==> config.mk <==
export PLATFORM = sky130hd
export DESIGN_NAME = bpa_scan
export DESIGN_NICKNAME = d
export VERILOG_FILES = /design/src/sv/bpa_pkg.sv /design/src/sv/bpa_scan.sv
export SDC_FILE = /design/constraint.sdc
export NUM_CORES = 1
export LEC_CHECK = 0
export ABC_AREA = 1
export BUFFER_PORTS_ARGS = -buffer_cell sky130_fd_sc_hd__buf_2
export CAP_MARGIN = 10
export CELL_PAD_IN_SITES_DETAIL_PLACEMENT = 1
export CELL_PAD_IN_SITES_GLOBAL_PLACEMENT = 1
export CORE_UTILIZATION = 47
export DETAILED_ROUTE_END_ITERATION = 8
export HOLD_SLACK_MARGIN = 0.03
export PLACE_DENSITY_LB_ADDON = 0.1
export SLEW_MARGIN = 10
export SYNTH_ARGS = -nofsm -noshare
export SYNTH_HDL_FRONTEND = slang
export SYNTH_SLANG_ARGS = --single-unit
==> constraint.sdc <==
create_clock -name clk -period 8.1 [get_ports clk]
set_input_delay 0.81 -clock clk [delete_from_list [all_inputs] [get_ports clk]]
set_output_delay 0.81 -clock clk [all_outputs]
set_load 0.05 [all_outputs]
==> src/sv/bpa_pkg.sv <==
// shared constants and types of the bitmap page allocator
// no dependencies
package bpa_pkg;

  localparam int MAX_PAGES  = 65536;
  localparam int WORD_W     = 64;
  localparam int WORDS      = MAX_PAGES / WORD_W;
  localparam int WADDR_W    = $clog2(WORDS);
  localparam int BIT_W      = $clog2(WORD_W);
  localparam int PAGE_W     = $clog2(MAX_PAGES);
  localparam int CNT_W      = PAGE_W + 1;
  localparam int ADDR_W     = 48;
  localparam int PAGE_SHIFT = 12;
  localparam int PFN_W      = ADDR_W - PAGE_SHIFT;

  localparam logic MODE_ALLOC = 1'b0;
  localparam logic MODE_FREE  = 1'b1;

  localparam logic CFG_TRACKED_PAGES = 1'b0;
  localparam logic CFG_MEMORY_TOP    = 1'b1;

  typedef enum logic [1:0] {
    ST_OK        = 2'd0,
    ST_BAD_COUNT = 2'd1,
    ST_NO_RUN    = 2'd2,
    ST_RANGE     = 2'd3
  } status_t;

  typedef struct packed {
    logic             hit;
    logic [BIT_W-1:0] bit_idx;
  } scan_res_t;

endpackage

==> src/sv/bpa_scan.sv <==
// free-run finder: one bitmap word per step, carries the open run across words
// depends on bpa_pkg
module bpa_scan
  import bpa_pkg::*;
(
  input  logic              clk,
  input  logic              rst,
  input  logic              start,
  input  logic              step,
  input  logic [WORD_W-1:0] word,
  input  logic [CNT_W-1:0]  need,
  output scan_res_t         res
);

  // q: one plus index of the last used bit at or below each position, 0 if none
  logic [BIT_W:0]  q [BIT_W+1][WORD_W];
  logic [CNT_W-1:0] run;
  logic [CNT_W-1:0] diff;
  logic             need_small;
  logic             diff_small;
  logic [WORD_W-1:0] hit_vec;

  always_comb begin
    for (int b = 0; b < WORD_W; b++) begin
      q[0][b] = word[b] ? (BIT_W+1)'(b + 1) : '0;
    end
    for (int l = 0; l < BIT_W; l++) begin
      for (int b = 0; b < WORD_W; b++) begin
        if (b >= (1 << l) && q[l][b] == '0) begin
          q[l+1][b] = q[l][b - (1 << l)];
        end else begin
          q[l+1][b] = q[l][b];
        end
      end
    end
  end

  assign diff       = need - run;
  assign need_small = (need <= CNT_W'(WORD_W));
  assign diff_small = (diff <= CNT_W'(WORD_W));

  always_comb begin
    logic [BIT_W:0] len;
    for (int b = 0; b < WORD_W; b++) begin
      len = (BIT_W+1)'(b + 1) - q[BIT_W][b];
      if (q[BIT_W][b] == '0) begin
        // run reaches back into earlier words
        hit_vec[b] = diff_small && ((BIT_W+1)'(b + 1) >= diff[BIT_W:0]);
      end else begin
        hit_vec[b] = need_small && (len >= need[BIT_W:0]);
      end
    end
  end

  always_comb begin
    res.hit     = |hit_vec;
    res.bit_idx = '0;
    for (int b = WORD_W - 1; b >= 0; b--) begin
      if (hit_vec[b]) begin
        res.bit_idx = BIT_W'(b);
      end
    end
  end

  always_ff @(posedge clk) begin
    if (rst || start) begin
      run <= '0;
    end else if (step) begin
      if (q[BIT_W][WORD_W-1] == '0) begin
        run <= run + CNT_W'(WORD_W);
      end else begin
        run <= CNT_W'((BIT_W+1)'(WORD_W) - q[BIT_W][WORD_W-1]);
      end
    end
  end

endmodule

==> results of run 1 <==
per-stage QoR:
stage | setup TNS (ns) | setup WS, ns | instances | hold WS, ns | instance area [sq um]
after floorplan | 0 | 0.131 | 4068 | 0.433 | 24400
after global placement | -0.680 | -0.680 | 5884 | 0.450 | 33800
cells by family after synthesis:
| kind of cell | Yosys count | synth area share, % |
|---|---|---|
| AND/OR/NAND/NOR | 1393 | 25.9 |
| AO/OA/AOI/OAI | 1136 | 28.5 |
| other | 1 | 0.0155 |
| flip-flops | 17 | 1.41 |
| buffers and inverters | 841 | 13.2 |
| XOR/XNOR | 109 | 3.97 |
| adder cells (fa/ha/maj) | 520 | 26.9 |
==> impl_results.md, run 1 <==
* Status: aborted with a tool error
* Stopped at: detailed placement
* Tool error: [ERROR DPL-0033] detailed placement checks failed during check placement.
* Post-synth cell types at 74
* Port Buffers at 91
* FFs w/ async S/R, synth at 0%
* Number of core rows at 82
* Avg Cell Area, Syn at 6.03 sq um
* Seq/Total Area, Yosys at 1.41%
* Top-count cell post-synth: inv_1
* Synth area leaders: ha_1 27%, inv_1 12%, nand2_1 8.8%
* IO Count at 92
* Detailed placement HPWL at 151000 um
* Register bit total from synthesis at 17
* Post-synth EDFFs at 0
* Synthesis Warnings at 0
* Die Y-Extent at 229 um
* Leading area contributor after synthesis: ha_1
* Top cell type's share of synthesized area at 26.8%
* Starting density of the core at 48.0%
* Die span in x at 229 um
* Synthesized area at 24200 sq um
* Routability Congestion at 1.20
* Post-synth top cells: 753 x inv_1, 567 x nand2_1, 519 x ha_1
* Post-Syn Instances at 4017
* Top_reg_cell synth: dfxtp_1
==> run 2, diff against run 1 <==
--- a/config.mk
+++ b/config.mk
@@ -8,12 +8,9 @@
 export ABC_AREA = 1
 export BUFFER_PORTS_ARGS = -buffer_cell sky130_fd_sc_hd__buf_2
 export CAP_MARGIN = 10
-export CELL_PAD_IN_SITES_DETAIL_PLACEMENT = 1
-export CELL_PAD_IN_SITES_GLOBAL_PLACEMENT = 1
-export CORE_UTILIZATION = 47
+export CORE_UTILIZATION = 40
 export DETAILED_ROUTE_END_ITERATION = 8
-export HOLD_SLACK_MARGIN = 0.03
-export PLACE_DENSITY_LB_ADDON = 0.1
+export PLACE_DENSITY_LB_ADDON = 0.15
 export SLEW_MARGIN = 10
 export SYNTH_ARGS = -nofsm -noshare
 export SYNTH_HDL_FRONTEND = slang
==> run 2 against run 1 <==
Compared with the run above: the flow now finishes, with violations (negative setup slack); synthesized cell count did not move; area after synthesis did not move.
==> impl_results.md, run 2 <==
* Most frequent CP cell: nand2_1
* Port Buffers at 91 (unchanged)
* Status: finished, violations left (was aborted with a tool error)
* Initial antenna violation count at 6
* Clock sinks at 17
* Top_reg_cell synth: dfxtp_1 (unchanged)
* Setup slack, reg-to-reg at 6.44 ns
* Number of core rows at 89 (was 82)
* Synthesis Warnings at 0 (unchanged)
* Critical path class: primary input to primary output
* Seq/Total Area, Yosys at 1.41% (unchanged)
* Dpl cell area at 34800 sq um
* Nets at 5950
* IO Count at 92 (unchanged)
* Post-synth EDFFs at 0 (unchanged)
* Clock buffer depth at 2
* Via density per instance at 5.45
* P&R area growth vs syn at 48.1%
* Reg-to-Reg Start: run[6]
* Die Y-Extent at 248 um (was 229 um)
* Worst-Skew Late Latency at 0.25 ns
* Top reg by flops: run
* Register bit total from synthesis at 17 (unchanged)
* CP max-delay cell: a21oi_1
* Critical Path AT at 7.57 ns
* Count of final hold-check violations at 0
* FFs w/ async S/R, synth at 0% (unchanged)
* Final Instance Area at 35900 sq um
* Worst vdd ir at 67.0 uV
* Routed length per placed instance at 22.3 um
* Finish-stage setup viols at 1
* Crit share post-route at 103%
* FF-to-FF path depth at 10
* Max_cap viols at 0
* Core area at 59400 sq um
* Commonest non-fill, non-tap cell in the layout: buf_4
* GR Overflow Total at 0
* Gr usage total at 43.3%
* Global-route wire length before repair at 196000 um
* Cts bufs inserted at 3
* Critical path origin: word[39]
* Failing checks: negative setup slack
* Avg Cell Area, Syn at 6.03 sq um (unchanged)
* # H-tree levels at 1
* Hold path cells at 2
* Post-Syn Instances at 4017 (unchanged)
* Worst setup margin at -0.277 ns
* Post-synth top cells: 753 x inv_1, 567 x nand2_1, 519 x ha_1 (unchanged)
* Hold crit path type: flip-flop to flip-flop
* Crit end category: primary output
* CP Data Required Time at 7.29 ns
* Die span in x at 248 um (was 229 um)
* Number of routed nets with antenna violations at 0
* Detailed placement HPWL at 119000 um (was 151000 um)
* Top cell type's share of synthesized area at 26.8% (unchanged)
* Top-count cell post-synth: inv_1 (unchanged)
* Largest net degree at the start of global routing at 36
* Post-synth cell types at 74 (unchanged)
* Reg2reg end: run[15]
* Starting density of the core at 40.8% (was 48.0%)
* RSZ-0062 raised after global routing: true
* Fraction of layout instances using a drive strength above 1 at 31.2%
* CTS tree: done
* Setup crit start kind: primary input
* Routability Congestion at 1.11 (was 1.20)
* Commonest non-fill, non-tap cells in the layout: 1183 x buf_4, 722 x inv_1, 554 x nand2_1
* Max FFs per register at 17
* Crit-path max FO at 4
* Synthesized area at 24200 sq um (unchanged)
* Clk root buf: clkbuf_16
* Crit path capture: res[0]
* Leading area contributor after synthesis: ha_1 (unchanged)
* Final slew viol count at 0
* Area of the die at 61500 sq um
* Fin crit period at 8.38 ns
* Slowest stage delay, CP at 0.41 ns
* Synth area leaders: ha_1 27%, inv_1 12%, nand2_1 8.8% (unchanged)
* Initial drt markers at 2999
* Fin Setup TNS at -0.277 ns
* Largest registers: run: 17 flops
* Slew headroom at 37.4%
* Power per standard cell area at 53.5 nW/um^2
* Hold Buf Count CTS at 0
* Worst slew pin tran at 0.928 ns
* FMAX at 119 MHz
* Worst Clk Skew at 0.00124 ns
* Residual DRC at 0
* DR pass1 iterations at 6
* Clock slew at reported path FFs at 0.05 ns
* Post-Route WL at 137000 um
* Total number of vias at 33400
* Pleak at 19.5 nW
* Vias in the first global route at 31300
run 2: cell counts after synthesis:
No cell type changed its count.
run 2: through the flow:
stage / power (mW) / hold WS [ns] / cells / utilization [%] / setup WS [ns]
2_1_floorplan: 0.925 / 0.433 / 4068 / - / 0.131
3_3_place_gp: 1.71 / 0.453 / 6089 / 58.7 / -0.706
3_5_place_dp: 1.72 / 0.460 / 6089 / 58.7 / -0.694
4_1_cts: 1.86 / 0.467 / 6105 / 59.7 / -0.203
5_1_grt: 2.08 / 0.473 / 6118 / 60.4 / -1.05
6_report: 1.92 / 0.464 / 6123 / 60.4 / -0.277
run 2: kinds of logic (layout without fill, tap and decap cells):
logic type               count (synthesis)  in the layout  synth area share (%)
AO/OA/AOI/OAI                         1136           1136                  28.5
XOR/XNOR                               109            109                  3.97
adder cells (fa/ha/maj)                520            520                  26.9
buffers and inverters                  841           2117                  13.2
flip-flops                              17             17                  1.41
other                                    1             58                0.0155
AND/OR/NAND/NOR                       1393           1393                  25.9
run 2: how the worst min path moves through the flow:
stage	from	endpoint	slack, ns
6_report	run[4]	run[4]	0.46
5_1_grt	run[4]	run[4]	0.47
4_1_cts	run[4]	run[4]	0.47
3_5_place_dp	run[4]	run[4]	0.46
3_3_place_gp	run[4]	run[4]	0.45
2_1_floorplan	run[4]	run[4]	0.43
run 2: timing repair:
action / CTS / global route
setup buffers: 13 / 12
endpoints found under the setup margin: 2 / 2
pin swaps: 26 / 53
gates resized for setup: 141 / 107
run 2: critical path, delay by kind of cell:
family	cells	cell delay (ns)
adders and majority gates	2	0.57
buffers and inverters	5	0.67
AOI/OAI and AO/OA	12	2.05
and+or+nand+nor	64	3.41
run 2: report_power, final:
group | internal [mW] | switching, mW
combinational | 0.734 | 0.998
clock | 0.0668 | 0.0315
sequential | 0.0868 | 0.00217
total | 0.887 | 1.03
run 2: layout make-up:
cell class | instances | area (sq um)
Fill cell | 5997 | 23500
Multi-Input combinational cell | 3210 | 21500
Timing Repair Buffer | 1297 | 9840
Inverter | 816 | 3090
Tap cell | 773 | 967
Sequential cell | 17 | 340
Clock buffer | 4 | 78.8
Antenna cell | 6 | 15.0
run 2: metal layers:
metal  global-route usage [%]  wire length, um  part of all wire [%]
met1                     55.2            56900                    42
met2                     68.0            58200                    43
met3                     8.64            12700                   9.3
met4                     24.1             8790                   6.4
met5                        0               34                 0.025
(Power assumes the default switching activity.)
